### src/sv/lgs_pkg.sv
package lgs_pkg;

	// configuration port
	localparam int CFG_IDX_W  = 3;
	localparam int CFG_DATA_W = 32;

	// register indexes
	localparam logic [CFG_IDX_W-1:0] REG_COEF_X      = 3'd0;
	localparam logic [CFG_IDX_W-1:0] REG_COEF_Y      = 3'd1;
	localparam logic [CFG_IDX_W-1:0] REG_COEF_OFFSET = 3'd2;
	localparam logic [CFG_IDX_W-1:0] REG_TILE_MODE   = 3'd3;
	localparam logic [CFG_IDX_W-1:0] REG_COLOR_COUNT = 3'd4;

	// tile modes
	localparam logic [1:0] TILE_CLAMP  = 2'd0;
	localparam logic [1:0] TILE_REPEAT = 2'd1;
	localparam logic [1:0] TILE_MIRROR = 2'd2;

	// item opcodes
	localparam logic OP_WRITE = 1'b0;
	localparam logic OP_SHADE = 1'b1;

	localparam int ARGB_W = 32;
	localparam int CHAN_W = 8;

	// gradient mapping settings shared by the position stages
	typedef struct packed {
		logic signed [31:0] coef_x;
		logic signed [31:0] coef_y;
		logic signed [31:0] coef_offset;
		logic [1:0]         tile_mode;
	} coef_t;

endpackage

### src/sv/lgs_cfg.sv
module lgs_cfg #(
	parameter int MAX_COLORS = 16,
	parameter int CNT_W      = 5
) (
	input  logic                           clk,
	input  logic                           arst_n,
	input  logic                           cfg_we,
	input  logic [lgs_pkg::CFG_IDX_W-1:0]  cfg_index,
	input  logic [lgs_pkg::CFG_DATA_W-1:0] cfg_wdata,
	output lgs_pkg::coef_t                 coef,
	output logic [CNT_W-1:0]               n_intervals
);

	lgs_pkg::coef_t   coef_q;
	logic [CNT_W-1:0] n_q;
	logic [CNT_W-1:0] cnt;
	logic [CNT_W-1:0] n_next;

	// turn a color count into an interval count, zero as one, saturate at the palette size
	always_comb begin
		cnt = cfg_wdata[CNT_W-1:0];
		if (cnt == '0) begin
			n_next = '0;
		end else if (cnt > CNT_W'(MAX_COLORS)) begin
			n_next = CNT_W'(MAX_COLORS - 1);
		end else begin
			n_next = cnt - CNT_W'(1);
		end
	end

	// register writes
	always_ff @(posedge clk or negedge arst_n) begin
		if (!arst_n) begin
			coef_q <= '0;
			n_q    <= '0;
		end else if (cfg_we) begin
			case (cfg_index)
				lgs_pkg::REG_COEF_X:      coef_q.coef_x      <= $signed(cfg_wdata);
				lgs_pkg::REG_COEF_Y:      coef_q.coef_y      <= $signed(cfg_wdata);
				lgs_pkg::REG_COEF_OFFSET: coef_q.coef_offset <= $signed(cfg_wdata);
				lgs_pkg::REG_TILE_MODE:   coef_q.tile_mode   <= cfg_wdata[1:0];
				lgs_pkg::REG_COLOR_COUNT: n_q                <= n_next;
				default: ;
			endcase
		end
	end

	assign coef        = coef_q;
	assign n_intervals = n_q;

endmodule

### config.mk
export PLATFORM = sky130hd
export DESIGN_NAME = lgs_cfg
export DESIGN_NICKNAME = d
export VERILOG_FILES = /design/src/sv/lgs_pkg.sv /design/src/sv/lgs_cfg.sv
export SDC_FILE = /design/constraint.sdc
export NUM_CORES = 1
export LEC_CHECK = 0
export BUFFER_PORTS_ARGS = -buffer_cell sky130_fd_sc_hd__buf_2
export CORE_UTILIZATION = 35
export DETAILED_ROUTE_END_ITERATION = 8
export GPL_ROUTABILITY_DRIVEN = 0
export RECOVER_POWER = 25
export REMOVE_ABC_BUFFERS = 1
export SLEW_MARGIN = 30
export SYNTH_ARGS = -nofsm -noshare
export SYNTH_HDL_FRONTEND = slang
export SYNTH_SLANG_ARGS = --single-unit
### constraint.sdc
create_clock -name clk -period 1.02 [get_ports clk]
set_input_delay 0.051 -clock clk [delete_from_list [all_inputs] [get_ports clk]]
set_output_delay 0.051 -clock clk [all_outputs]
set_load 0.05 [all_outputs]
# == After elaboration in Yosys (flattened, before gate mapping) ==
# Index checks and enable logic that the tools add are counted.
# totals
reg_bits,103
in_bits,38
output_inout_bits,103
word_cells,20
# classes
addsub,1
magnitude_cmp,1
n_eq_ne,4
n_mux,2
reduce_logical,7
# op_table
operator,n
5-bit two-way mux,2
2-bit AND reduction,5
3-bit by 2-bit equality test with 1-bit output (second input constant),2
5-bit greater-than comparator (second input constant),1
5-bit zero test,1
5-bit by 1-bit subtractor with 5-bit output (second input constant),1
3-bit by 1-bit equality test with 1-bit output (second input constant),1
3-bit equality test (second input constant),1
3-bit zero test,1

# == Logic depth before layout (Yosys ltp) ==
# depth
word_depth,3
ltp_mapped,5
ltp_nobuf,5

# == Worst setup path after synthesis ==
# No wires, ideal clock.
# synth_timing
path_type,in2reg
from,in cfg_wdata[0] (netlist name)
to,"reg n_q[3], in the netlist n_intervals[3]"
setup_time_ns,0.130
arrival_ns,1.010
required_time_ns,0.890
setup_slack_ns,-0.120
path_stages,5
cell_sequence,inv_1 > ha_1 > or3b_2 > o21ai_0 > o22ai_1
# synth_between
elab_chain_len,3
elab_cells_between_ends,5
cone_classes,add/sub: 1; order compare: 1; mux: 2; reduce/logical: 1
# synth_rtl
element,line_no,rtl
"start, declared",lgs_cfg.sv:9,"input logic [lgs_pkg::CFG_DATA_W-1:0] cfg_wdata,"
5-bit by 1-bit subtractor with 5-bit output / 5-bit greater-than comparator (equally long branches),"lgs_cfg.sv:27, lgs_cfg.sv:24",
5-bit two-way mux,lgs_cfg.sv:24,end else if (cnt > CNT_W'(MAX_COLORS)) begin
5-bit two-way mux *,lgs_cfg.sv:22,if (cnt == '0) begin
"end signal, assigned",lgs_cfg.sv:42,lgs_pkg::REG_COLOR_COUNT: n_q <= n_next;
"end, declared",lgs_cfg.sv:15,logic [CNT_W-1:0] n_q;
# Mark *: on every way between the ends. The rest lies on a longest branch, timed or not.
# A chain may end at the register's enable or synchronous reset.

# == Worst setup path in the final report ==
# layout_timing
from,in cfg_index[1] (netlist name)
to,reg coef_q (netlist bit coef[44])
# layout_between
elab_chain_len,2
# layout_rtl
element,line_no,rtl
"start, declared",lgs_cfg.sv:8,"input logic [lgs_pkg::CFG_IDX_W-1:0] cfg_index,"
3-bit by 1-bit equality test with 1-bit output,lgs_cfg.sv:37,case (cfg_index)
2-bit AND reduction (no source line),--,
"end, declared",lgs_cfg.sv:14,lgs_pkg::coef_t coef_q;
# No other way between the ends.

==> metrics.yaml <==
grt:
  grt_pass1_vias: 2725
  grt_usage_pct: 15.99
  grt_antenna_before_repair: 0
  grt_max_degree: 50
  grt-ovfl-total: 0
  grt_pass1_wl_um: 14280
logic_synthesis:
  synth_cell_types: 22
  synth.largest_area_cell: "dfrtp_1"
  synth_flop_cell: "dfrtp_1"
  synth-edff-count: 0
  syn_avg_cell_area_um2: 16.25
  ys_seq_elements: 103
  async_flop_share_pct: 100.0
  synth_top_area_share_pct: 64.48
  netlist_area_um2: 3998
  synth_area_leaders: "dfrtp_1 64%, mux2_2 23%, mux2_1 4.2%, buf_6 2.5%, nor4bb_1 0.75%"
  yosysWarnings: 0
  seq_area_frac_synth_pct: 64.48
  netlist_instances: 246
final_layout:
  n_antenna_cell: 0
  fin_nets: 472
  final_common_cell: "dfrtp_1"
  fillers: 921
  drive_gt1_share_pct: 59.82
  syn_to_final_growth_pct: 46.13
  final_cell_mix: "103 x dfrtp_1, 78 x mux2_2, 63 x buf_4, 50 x clkbuf_4, 41 x buf_2"
drt:
  ant_nets: 0
  wl_per_cell_um: 16.15
  vias: 2723
  firstDrtPassIters: 4
  drt_iter0_drc: 142
  routed_wl_um: 9336
  routed_via_density: 4.711
  drc: 0
pwr:
  seq_power_share_pct: 36.5
  internal-power_w: 0.008960
  total_power_w: 0.01492
  power_frac_comb_pct: 40.0
  power_density_nw_per_um2: 2554
  leakage_nw: 2.755
  clkPwrFrac_pct: 23.5
  net-switching-power_w: 0.005957
  swShare_pct: 39.94
  ir_drop_mv: 1.284
clock_tree:
  htree_levels: 3
  cts_tree: "done"
  root_buffer: "clkbuf_16"
  clock_sinks: 103
  clock_latency_ns: 0.34
  cts.path.max_buffers: 2
  numCtsBuffers: 9
  path_clk_slew_ns: 0.06
critical_path:
  cp_cell_sequence: "clkbuf_4 > nor4bb_4 > buf_4 > clkbuf_16 > mux2_2"
  r2r_end: "coef[34]"
  crit_path_start: "cfg_index[1]"
  cp_slowest_cell: "mux2_2"
  cp-start-kind: "primary input"
  cp_num_cells: 5
  worstPathRequired_ns: 1.24
  r2r_setup_slack_ns: 0.23
  cp_max_fo: 16
  worst-path-buf-inv: 3
  crit_family: "buffers and inverters"
  end_kind: "flop"
  timing.rr.start: "coef[34]"
  cp.arrival_ns: 1.23
  endpoint: "coef[44]"
  r2r_cells: 1
  setup.worst_path.class: "primary input to flop"
  cpPeakStageDelay_ns: 0.35
place:
  dp_hpwl_um: 6051
  io_buffers: 140
  post-place-ws_ns: -0.3315
sta:
  rsz0062_at_grt: "true"
  clock.fmax_ghz: 0.9949
  hold_viol_final: 0
  slew_violations: 0
  finalCriticalPeriod_ns: 1.005
  fin_ws_ns: 0.01485
  finalSetupViolCount: 0
  tightest_slew_ns: 0.6185
  final.period_utilization_pct: 98.54
  holdWs_ns: 0.04723
  fin_setup_tns_ns: 0
  slew_headroom_pct: 58.77
  finalClockSkew_ns: 0
floorplan:
  fp.dieH_um: 108.9
  initial_core_util_pct: 36.40
  dieWidth_um: 108.9
  num_io_pins: 141
  rows: 38
  die-area_um2: 11850
  core_area_um2: 10980
run_status:
  outcome: "finished, final reports clean"
min_path:
  worstHoldPathType: "primary input to flop"
  hold-path-cell-count: 2
run:
  maxCapViolations: 0
==> synth_stat cells (all sizes together) (2+ instances only) <==
cell,n
mux2,96
o21ai,4
buf,12
nor2,4
o22ai,2
dfrtp,103
nand2,2
inv,6
nor4bb,3
a21oi,4
==> area by class of cell <==
type	count	area, um^2	share of cell area, %
flip-flops and latches	103	2577	44.12
repair buffers	188	1426	24.42
multi-input cells	125	1330	22.77
clock buffers	13	270.3	4.626
well taps	140	175.2	2.999
clock inverters	3	40.04	0.6854
inverters	6	22.52	0.3855
==> flip-flops by register name, indices dropped and copies added, names as in the netlist <==
register	count
coef	98
n_intervals	5
==> power by group through the flow <==
stage	Clock, W	Sequential, W	Combinational [W]
2_1_floorplan	0	0.00863	0.000826
3_3_place_gp	0	0.00545	0.00539
3_5_place_dp	0	0.00548	0.00545
4_1_cts	0.00363	0.00543	0.00571
5_1_grt	0.00378	0.00556	0.00623
6_report	0.00351	0.00544	0.00597
==> through the flow <==
| step | cells | util, % | cell area [um^2] |
|---|---|---|---|
| detailed placement | 531 | 45.23 | 4967 |
| global placement | 531 | 45.23 | 4967 |
| floorplan | 234 | - | 3881 |
| CTS | 575 | 51.40 | 5645 |
| global route | 578 | 53.19 | 5842 |
| finish | 578 | 53.19 | 5842 |
==> per-layer routing <==
metal	track usage [%]	up-vias	routed length, um	share of wire (%)
li1	-	1245	-	-
met1	20.45	1379	4175	45
met2	25.56	89	4533	49
met3	4.065	10	486	5.2
met4	6.950	0	141	1.5
met5	0	-	0	0
==> worst min path at each step <==
stage / startpoint / to / slack (ns)
after CTS: cfg_wdata[4] / coef[6] / 0.03
after global routing: cfg_wdata[4] / coef[6] / 0.06
after floorplan: arst_n / coef[0] / -0.24
final: cfg_wdata[4] / coef[6] / 0.05
after global placement: arst_n / coef[27] / 0.07
after detailed placement: arst_n / coef[27] / 0.06
==> kinds of logic after synthesis <==
logic type,share of synthesized area [%]
buffers and inverters,3.474
AND/OR/NAND/NOR,2.817
multiplexers,27.04
adder cells (fa/ha/maj),0.3129
AO/OA/AOI/OAI,1.878
flip-flops,64.48
==> repair_timing <==
item / in CTS / in global routing
endpoints found under the hold margin: 184 / 0
buffers inserted: 0 / 1
hold buffers: 28 / 0
endpoints found under the setup margin: 35 / 98
gates resized for setup: 35 / 85
cloned: 0 / 2
(Power assumes the default switching activity.)
