==> src/sv/lgs_pkg.sv <==
package lgs_pkg;

	// configuration port
	localparam int CFG_IDX_W  = 3;
	localparam int CFG_DATA_W = 32;

	// register indexes
	localparam logic [CFG_IDX_W-1:0] REG_COEF_X      = 3'd0;
	localparam logic [CFG_IDX_W-1:0] REG_COEF_Y      = 3'd1;
	localparam logic [CFG_IDX_W-1:0] REG_COEF_OFFSET = 3'd2;
	localparam logic [CFG_IDX_W-1:0] REG_TILE_MODE   = 3'd3;
	localparam logic [CFG_IDX_W-1:0] REG_COLOR_COUNT = 3'd4;

	// tile modes
	localparam logic [1:0] TILE_CLAMP  = 2'd0;
	localparam logic [1:0] TILE_REPEAT = 2'd1;
	localparam logic [1:0] TILE_MIRROR = 2'd2;

	// item opcodes
	localparam logic OP_WRITE = 1'b0;
	localparam logic OP_SHADE = 1'b1;

	localparam int ARGB_W = 32;
	localparam int CHAN_W = 8;

	// gradient mapping settings shared by the position stages
	typedef struct packed {
		logic signed [31:0] coef_x;
		logic signed [31:0] coef_y;
		logic signed [31:0] coef_offset;
		logic [1:0]         tile_mode;
	} coef_t;

endpackage

==> src/sv/lgs_ifs.sv <==
interface lgs_in_if #(
	parameter int COORD_BITS = 12,
	parameter int IDX_W      = 4
);
	logic                  valid;
	logic                  ready;
	logic                  opcode;
	logic [COORD_BITS-1:0] pixel_x;
	logic [COORD_BITS-1:0] pixel_y;
	logic                  span_last_in;
	logic [IDX_W-1:0]      entry_index;
	logic [7:0]            entry_alpha;
	logic [7:0]            entry_red;
	logic [7:0]            entry_green;
	logic [7:0]            entry_blue;

	modport source (
		output valid, opcode, pixel_x, pixel_y, span_last_in, entry_index,
		       entry_alpha, entry_red, entry_green, entry_blue,
		input  ready
	);
	modport sink (
		input  valid, opcode, pixel_x, pixel_y, span_last_in, entry_index,
		       entry_alpha, entry_red, entry_green, entry_blue,
		output ready
	);
endinterface


==> src/sv/lgs_pos.sv <==
module lgs_pos #(
	parameter int COORD_BITS = 12,
	parameter int FRAC_BITS  = 16,
	parameter int IDX_W      = 4,
	parameter int CNT_W      = 5
) (
	input  logic                     clk,
	input  logic                     arst_n,
	lgs_in_if.sink                   pix_in,
	input  lgs_pkg::coef_t           coef,
	input  logic [CNT_W-1:0]         n_intervals,
	input  logic                     en_s4,
	output logic                     v_s3,
	output logic [FRAC_BITS+CNT_W:0] un_s3,
	output logic                     op_s3,
	output logic                     span_s3,
	output logic [IDX_W-1:0]         eidx_s3,
	output logic [31:0]              edata_s3
);

	localparam int MW  = COORD_BITS + 2;
	localparam int PW  = 32 + MW;
	localparam int SW  = PW + 2;
	localparam int UW  = FRAC_BITS + 1;
	localparam int UNW = UW + CNT_W;
	localparam logic [UW-1:0] ONE = UW'(1) << FRAC_BITS;

	logic                 v_s1, v_s2;
	logic                 en_s1, en_s2, en_s3;
	logic signed [PW-1:0] px_s1, py_s1;
	logic                 op_s1, op_s2;
	logic                 span_s1, span_s2;
	logic [IDX_W-1:0]     eidx_s1, eidx_s2;
	logic [31:0]          edata_s1, edata_s2;
	logic [UW-1:0]        u_s2;

	logic [MW-1:0]           ox, oy;
	logic signed [SW-1:0]    sum;
	logic signed [SW-1:0]    t;
	logic [FRAC_BITS-1:0]    frac;
	logic                    ge_one;
	logic [UW-1:0]           u;

	// stage enables: a stage moves when empty or when the next one moves
	assign en_s3        = !v_s3 || en_s4;
	assign en_s2        = !v_s2 || en_s3;
	assign en_s1        = !v_s1 || en_s2;
	assign pix_in.ready = en_s1;

	// pixel centers as 2x+1, 2y+1
	assign ox = {1'b0, pix_in.pixel_x, 1'b1};
	assign oy = {1'b0, pix_in.pixel_y, 1'b1};

	// gradient position, doubled, then floored to half
	assign sum = SW'(px_s1) + SW'(py_s1) + SW'($signed({coef.coef_offset, 1'b0}));
	assign t   = sum >>> 1;
	assign frac   = t[FRAC_BITS-1:0];
	assign ge_one = !t[SW-1] && (|t[SW-1:FRAC_BITS]);

	// tile into 0..1
	always_comb begin
		case (coef.tile_mode)
			lgs_pkg::TILE_REPEAT: u = {1'b0, frac};
			lgs_pkg::TILE_MIRROR: u = t[FRAC_BITS] ? (ONE - {1'b0, frac}) : {1'b0, frac};
			default: begin
				if (t[SW-1]) begin
					u = '0;
				end else if (ge_one) begin
					u = ONE;
				end else begin
					u = {1'b0, frac};
				end
			end
		endcase
	end

	// valid bits
	always_ff @(posedge clk or negedge arst_n) begin
		if (!arst_n) begin
			v_s1 <= 1'b0;
			v_s2 <= 1'b0;
			v_s3 <= 1'b0;
		end else begin
			if (en_s1) v_s1 <= pix_in.valid;
			if (en_s2) v_s2 <= v_s1;
			if (en_s3) v_s3 <= v_s2;
		end
	end

	// stage 1: coefficient products
	always_ff @(posedge clk) begin
		if (en_s1) begin
			px_s1    <= coef.coef_x * $signed(ox);
			py_s1    <= coef.coef_y * $signed(oy);
			op_s1    <= pix_in.opcode;
			span_s1  <= pix_in.span_last_in;
			eidx_s1  <= pix_in.entry_index;
			edata_s1 <= {pix_in.entry_alpha, pix_in.entry_red,
			             pix_in.entry_green, pix_in.entry_blue};
		end
	end

	// stage 2: sum and tile
	always_ff @(posedge clk) begin
		if (en_s2) begin
			u_s2     <= u;
			op_s2    <= op_s1;
			span_s2  <= span_s1;
			eidx_s2  <= eidx_s1;
			edata_s2 <= edata_s1;
		end
	end

	// stage 3: scale by the interval count
	always_ff @(posedge clk) begin
		if (en_s3) begin
			un_s3    <= UNW'(u_s2) * UNW'(n_intervals);
			op_s3    <= op_s2;
			span_s3  <= span_s2;
			eidx_s3  <= eidx_s2;
			edata_s3 <= edata_s2;
		end
	end

endmodule

==> src/flat_wrapper.sv <==
// flat-port wrapper written by rule: the top's interface ports become plain ports
module lgs_pos_flat 
#(
	parameter int COORD_BITS = 12,
	parameter int FRAC_BITS  = 16,
	parameter int IDX_W      = 4,
	parameter int CNT_W      = 5
)
  (clk, arst_n, coef, n_intervals, en_s4, v_s3, un_s3, op_s3, span_s3, eidx_s3, edata_s3, pix_in_valid, pix_in_opcode, pix_in_pixel_x, pix_in_pixel_y, pix_in_span_last_in, pix_in_entry_index, pix_in_entry_alpha, pix_in_entry_red, pix_in_entry_green, pix_in_entry_blue, pix_in_ready);
  lgs_in_if #(.COORD_BITS(COORD_BITS), .IDX_W(IDX_W)) pix_in_i ();
  input  logic clk;
  input  logic arst_n;
  input  lgs_pkg::coef_t coef;
  input  logic [CNT_W-1:0] n_intervals;
  input  logic en_s4;
  output logic v_s3;
  output logic [FRAC_BITS+CNT_W:0] un_s3;
  output logic op_s3;
  output logic span_s3;
  output logic [IDX_W-1:0] eidx_s3;
  output logic [31:0] edata_s3;
  input wire logic [$bits(pix_in_i.valid)-1:0] pix_in_valid;
  input wire logic [$bits(pix_in_i.opcode)-1:0] pix_in_opcode;
  input wire logic [$bits(pix_in_i.pixel_x)-1:0] pix_in_pixel_x;
  input wire logic [$bits(pix_in_i.pixel_y)-1:0] pix_in_pixel_y;
  input wire logic [$bits(pix_in_i.span_last_in)-1:0] pix_in_span_last_in;
  input wire logic [$bits(pix_in_i.entry_index)-1:0] pix_in_entry_index;
  input wire logic [$bits(pix_in_i.entry_alpha)-1:0] pix_in_entry_alpha;
  input wire logic [$bits(pix_in_i.entry_red)-1:0] pix_in_entry_red;
  input wire logic [$bits(pix_in_i.entry_green)-1:0] pix_in_entry_green;
  input wire logic [$bits(pix_in_i.entry_blue)-1:0] pix_in_entry_blue;
  output wire logic [$bits(pix_in_i.ready)-1:0] pix_in_ready;
  assign pix_in_i.valid = pix_in_valid;
  assign pix_in_i.opcode = pix_in_opcode;
  assign pix_in_i.pixel_x = pix_in_pixel_x;
  assign pix_in_i.pixel_y = pix_in_pixel_y;
  assign pix_in_i.span_last_in = pix_in_span_last_in;
  assign pix_in_i.entry_index = pix_in_entry_index;
  assign pix_in_i.entry_alpha = pix_in_entry_alpha;
  assign pix_in_i.entry_red = pix_in_entry_red;
  assign pix_in_i.entry_green = pix_in_entry_green;
  assign pix_in_i.entry_blue = pix_in_entry_blue;
  assign pix_in_ready = pix_in_i.ready;
  lgs_pos #(.COORD_BITS(COORD_BITS), .FRAC_BITS(FRAC_BITS), .IDX_W(IDX_W), .CNT_W(CNT_W)) u_core (.clk(clk), .arst_n(arst_n), .pix_in(pix_in_i), .coef(coef), .n_intervals(n_intervals), .en_s4(en_s4), .v_s3(v_s3), .un_s3(un_s3), .op_s3(op_s3), .span_s3(span_s3), .eidx_s3(eidx_s3), .edata_s3(edata_s3));
endmodule
==> config.mk <==
export PLATFORM = sky130hd
export DESIGN_NAME = lgs_pos_flat
export DESIGN_NICKNAME = d
export VERILOG_FILES = /design/src/sv/lgs_pkg.sv /design/src/sv/lgs_ifs.sv /design/src/sv/lgs_pos.sv /design/src/flat_wrapper.sv
export SDC_FILE = /design/constraint.sdc
export NUM_CORES = 2
export LEC_CHECK = 0
export ABC_AREA = 0
export CAP_MARGIN = 20
export CORE_MARGIN = 4
export CORE_UTILIZATION = 55
export DETAILED_ROUTE_END_ITERATION = 12
export DONT_BUFFER_PORTS = 1
export PLACE_DENSITY = 0.72
export RECOVER_POWER = 100
export SLEW_MARGIN = 20
export SYNTH_ARGS = -nofsm -noshare
export SYNTH_HDL_FRONTEND = slang
export SYNTH_SLANG_ARGS = --single-unit
export TNS_END_PERCENT = 20
==> constraint.sdc <==
create_clock -name clk -period 12.15 [get_ports clk]
set_input_delay 3.645 -clock clk [delete_from_list [all_inputs] [get_ports clk]]
set_output_delay 3.645 -clock clk [all_outputs]
set_load 0.01 [all_outputs]
Yosys cells after proc, flatten, opt, wreduce, memory -nomap -nowiden
Cells that the tools add are included.
Widths: inputs -> output; s select.
Storage, ports and cells
  register bits: 248
  output and inout port bits: 62
Cells by class
  add/sub/neg operators: 3
  multiply operators: 3
  equality and inequality tests: 2
  mux-type cells: 4
  reductions and logical operators: 9
Operator list (number)
  $mul 32x14->46: 2
  $mux 17: 3
  $add 47x33->48: 1
  $add 46x46->47: 1
  $pmux 17 s2: 1
  $reduce_or 31->1: 1
  $mul 17x5->22: 1
  $sub 17x16->17 const A: 1
  $logic_not 1->1: 4
  $logic_or 1x1->1: 3
  $eq 2x1->1 const B: 1
  $eq 2x2->1 const B: 1
  $logic_and 1x1->1: 1

Depth between registers and ports, before layout
  depth in word-level cells: 7
  gate-level depth with buffers: 26
  gate-level depth less buffers: 25

Worst setup path before layout
Ideal clock, no wire load.
  kind: input to output
  start: input port en_s4
  end: output port pix_in_ready
  data arrival time: 7.372 ns
  data required time: 8.505 ns
  path slack: 1.133 ns
  stages: 1
  cell sequence: nand4b_1
On the way
  cells in the longest elaborated chain, start to end: 3
RTL lines
  from (decl): line flat_wrapper.sv:15  | input logic en_s4;
  $logic_or 1x1->1: line lgs_pos.sv:45  | assign en_s3 = !v_s3 || en_s4;
  $logic_or 1x1->1: line lgs_pos.sv:46  | assign en_s2 = !v_s2 || en_s3;
  $logic_or 1x1->1: line lgs_pos.sv:47  | assign en_s1 = !v_s1 || en_s2;
  to (decl): line flat_wrapper.sv:32  | output wire logic [$bits(pix_in_i.ready)-1:0] pix_in_ready;
Every way passes these cells.

Final worst setup path
  start: input port pix_in_pixel_x[1]
  end: register u_core.px_s1[45] (data pin)
On the way
  cells in the longest elaborated chain, start to end: 1
RTL lines
  from (decl): line flat_wrapper.sv:24  | input wire logic [$bits(pix_in_i.pixel_x)-1:0] pix_in_pixel_x;
  $mul 32x14->46: line lgs_pos.sv:93  | px_s1 <= coef.coef_x * $signed(ox);
  to (signal assigned): line lgs_pos.sv:93
  to (decl): line lgs_pos.sv:30  | logic signed [PW-1:0] px_s1, py_s1;
Every way passes these cells.
A chain may end at the register's enable or synchronous reset.

==> out/results.ini <==
[global_routing]
grt_pass1_wl_mm = 161
grt.overflow.total = 0
grt_pass1_vias = 31400
grt_busiest_layer = met2
antenna_found_initial = 3
grt_start_max_net_pins = 133
grt_usage_pct = 24.1
grtUsageMet3_pct = 4.00
met1_usage_pct = 30.8
grtUsageMet2_pct = 42.8

[floorplanning]
start_util_pct = 55.7
pin_count = 231
die_w_um = 288
rows = 102
dieArea_mm2 = 0.0832
die_h_um = 288
core_mm2 = 0.0777

[critical_path]
startpoint_type = input port
required_ns = 12.46
cp-end-kind = flip-flop
cp_max_fo = 32
crit_arrival_ns = 10.42
crit_type = input port to flip-flop

[status]
violations = max-capacitance violations, max-slew violations
status = finished, violations left

[clock_network]
postCtsHoldBufs = 0
post_cts_buffers = 0
cts_resized = 0
path_clk_slew_ns = 0.06
cts-root-buf = clkbuf_16
clock_sinks = 248
clockBufferDepth = 3
cts_tree = yes
numCtsBuffers = 29
clock_latency_ns = 0.58
h-tree-depth = 1

[synth]
synthArstFlopShare_pct = 1.21
syn_area_mm2 = 0.0433
yosysWarnings = 0
synth_edf_count = 245
synth_nets = 5713
ys_ff_latch = 248
synth_top_area_share_pct = 39.2
synthTopCellsByArea = fa_1, edfxtp_1, ha_1
synth.largest_area_cell = fa_1
syn_inst = 4406
yosys_most_used_dff = edfxtp_1
synthDistinctLibCells = 83
ys_seq_area_share_pct = 17.2
avgSynthCellArea_um2 = 9.82

[timing]
rsz0062_at_grt = false
fin_worst_skew_ns = 0.0268
setup_violations = 0
finalHoldViolations = 0
finalCritPeriodShare_pct = 83.2
tns_ns = 0
tightest_slew_ns = 3.32
relSlewSlack_pct = -121
fmaxAchievable_ghz = 0.0989
min_period_ns = 10.11
drv_slew = 119

[placement]
dp_hpwl_mm = 77.8
place.gp.congestion = 0.875
portBuffers = 0
placed_cell_area_mm2 = 0.0439

[detailed_routing]
post_drt_via_cell_ratio = 5.52
wl_mm = 96.8
drt_iter0_drc = 1719
wl_per_cell_um = 18.2
ant_nets = 0
first_pass_iters = 5
vias = 29400
drc = 0

[worst_hold_path]
hold_class = flip-flop to flip-flop

[cells_and_area]
layout_commonest_cell = inv_1
multi_input_area_mm2 = 0.0315
syn_to_final_growth_pct = 3.91
post-route-cell-area_mm2 = 0.0450
nNetsFinal = 5573
seqCellArea_mm2 = 0.00743
drive_above_1_share_pct = 1.75
final_cell_mix = inv_1, fa_1, nand2_1
fillCellCount = 6605

[run]
cap_violations = 2

-- critical path, cell delays in order --
cell and delay [ns]:
and2_0 0.16, fa_1 0.54, inv_1 0.05, fa_1 0.47
inv_1 0.05, fa_1 0.50, inv_1 0.06, fa_1 0.53
inv_1 0.05, fa_1 0.48, inv_1 0.05, fa_1 0.48
inv_1 0.04, ha_1 0.32, nand4_1 0.19, or2_2 0.33
o211ai_1 0.44, o211ai_1 0.22, o21a_1 0.27, o31ai_1 0.47
a31oi_1 0.25, o21ai_0 0.50, and4_1 0.27, nor3_1 0.06
-- path summary, 6_finish.rpt --
kind	end	depth (start not counted)	startpoint	slack (ns)
max	u_core.px_s1[45]	24	pix_in_pixel_x[1]	2.04
min	u_core.edata_s2[11]	0	u_core.edata_s1[11]	0.41
max reg2reg	u_core.u_s2[16]	14	u_core.py_s1[1]	6.42
min reg2reg	u_core.edata_s2[11]	0	u_core.edata_s1[11]	0.41
max in group asynchronous	u_core.v_s3	0	arst_n	9.31
min in group asynchronous	u_core.v_s2	0	arst_n	2.77
-- routing by layer --
layer | up-vias | part of all wire, % | routed length, um
met4 | 4 | 3.1 | 2960
met5 | - | 0.028 | 27
li1 | 13300 | - | -
met3 | 188 | 6.8 | 6610
met2 | 871 | 51 | 49500
met1 | 15000 | 39 | 37800
-- layout make-up --
type                            count  share of cell area (%)
Antenna cell                        1                 0.00557
Clock buffer                       32                    1.64
Clock inverter                     18                   0.693
Inverter                          956                    7.98
Multi-Input combinational cell   3026                    70.2
Sequential cell                   248                    16.5
Tap cell                         1040                    2.89
Timing Repair Buffer                5                  0.0946
-- synthesized netlist by cell type (26+ instances only) --
master	number
o21a_1	26
nor3_1	32
edfxtp_1	245
fa_1	847
nor2_1	99
ha_1	291
a21o_1	65
xnor2_1	112
clkbuf_1	160
a21oi_1	136
xor2_1	33
and2_1	474
inv_1	956
nand2_1	472
nand4_1	29
o21ai_0	76
o21bai_1	32
-- registers in the layout, summed over array words and instances (netlist names), 4 cells and up --
register and flops:
u_core.edata_s2 32, u_core.edata_s1 32, u_core.eidx_s3 4, u_core.py_s1 46, u_core.px_s1 46, u_core.edata_s3 32, u_core.un_s3 22, u_core.u_s2 17
u_core.eidx_s1 4, u_core.eidx_s2 4
-- per-stage QoR --
step / worst slack, ns / instances / utilization (%) / hold WS [ns]
floorplan: 1.13 / 4406 / - / 0.400
global placement: 1.64 / 5275 / 56.5 / 0.400
detailed placement: 1.60 / 5275 / 56.5 / 0.405
CTS: 2.20 / 5325 / 57.9 / 0.414
global route: 1.68 / 5325 / 57.8 / 0.414
finish: 2.04 / 5326 / 57.8 / 0.413
-- logic make-up (layout without fill, tap and decap cells) --
family,after synthesis,in the layout,synth area share (%)
simple gates,1241,1241,14.7
fa+ha+maj,1138,1138,47.6
buf+inv,1132,1011,9.89
compound gates,496,496,7.57
flops,248,248,17.2
xor+xnor,145,145,2.94
mux,6,6,0.150
other cells,0,1,0
Power is left out: the tool's default activity adds up to more than one toggle a clock period on the data nets, which glitch-free logic cannot reach.
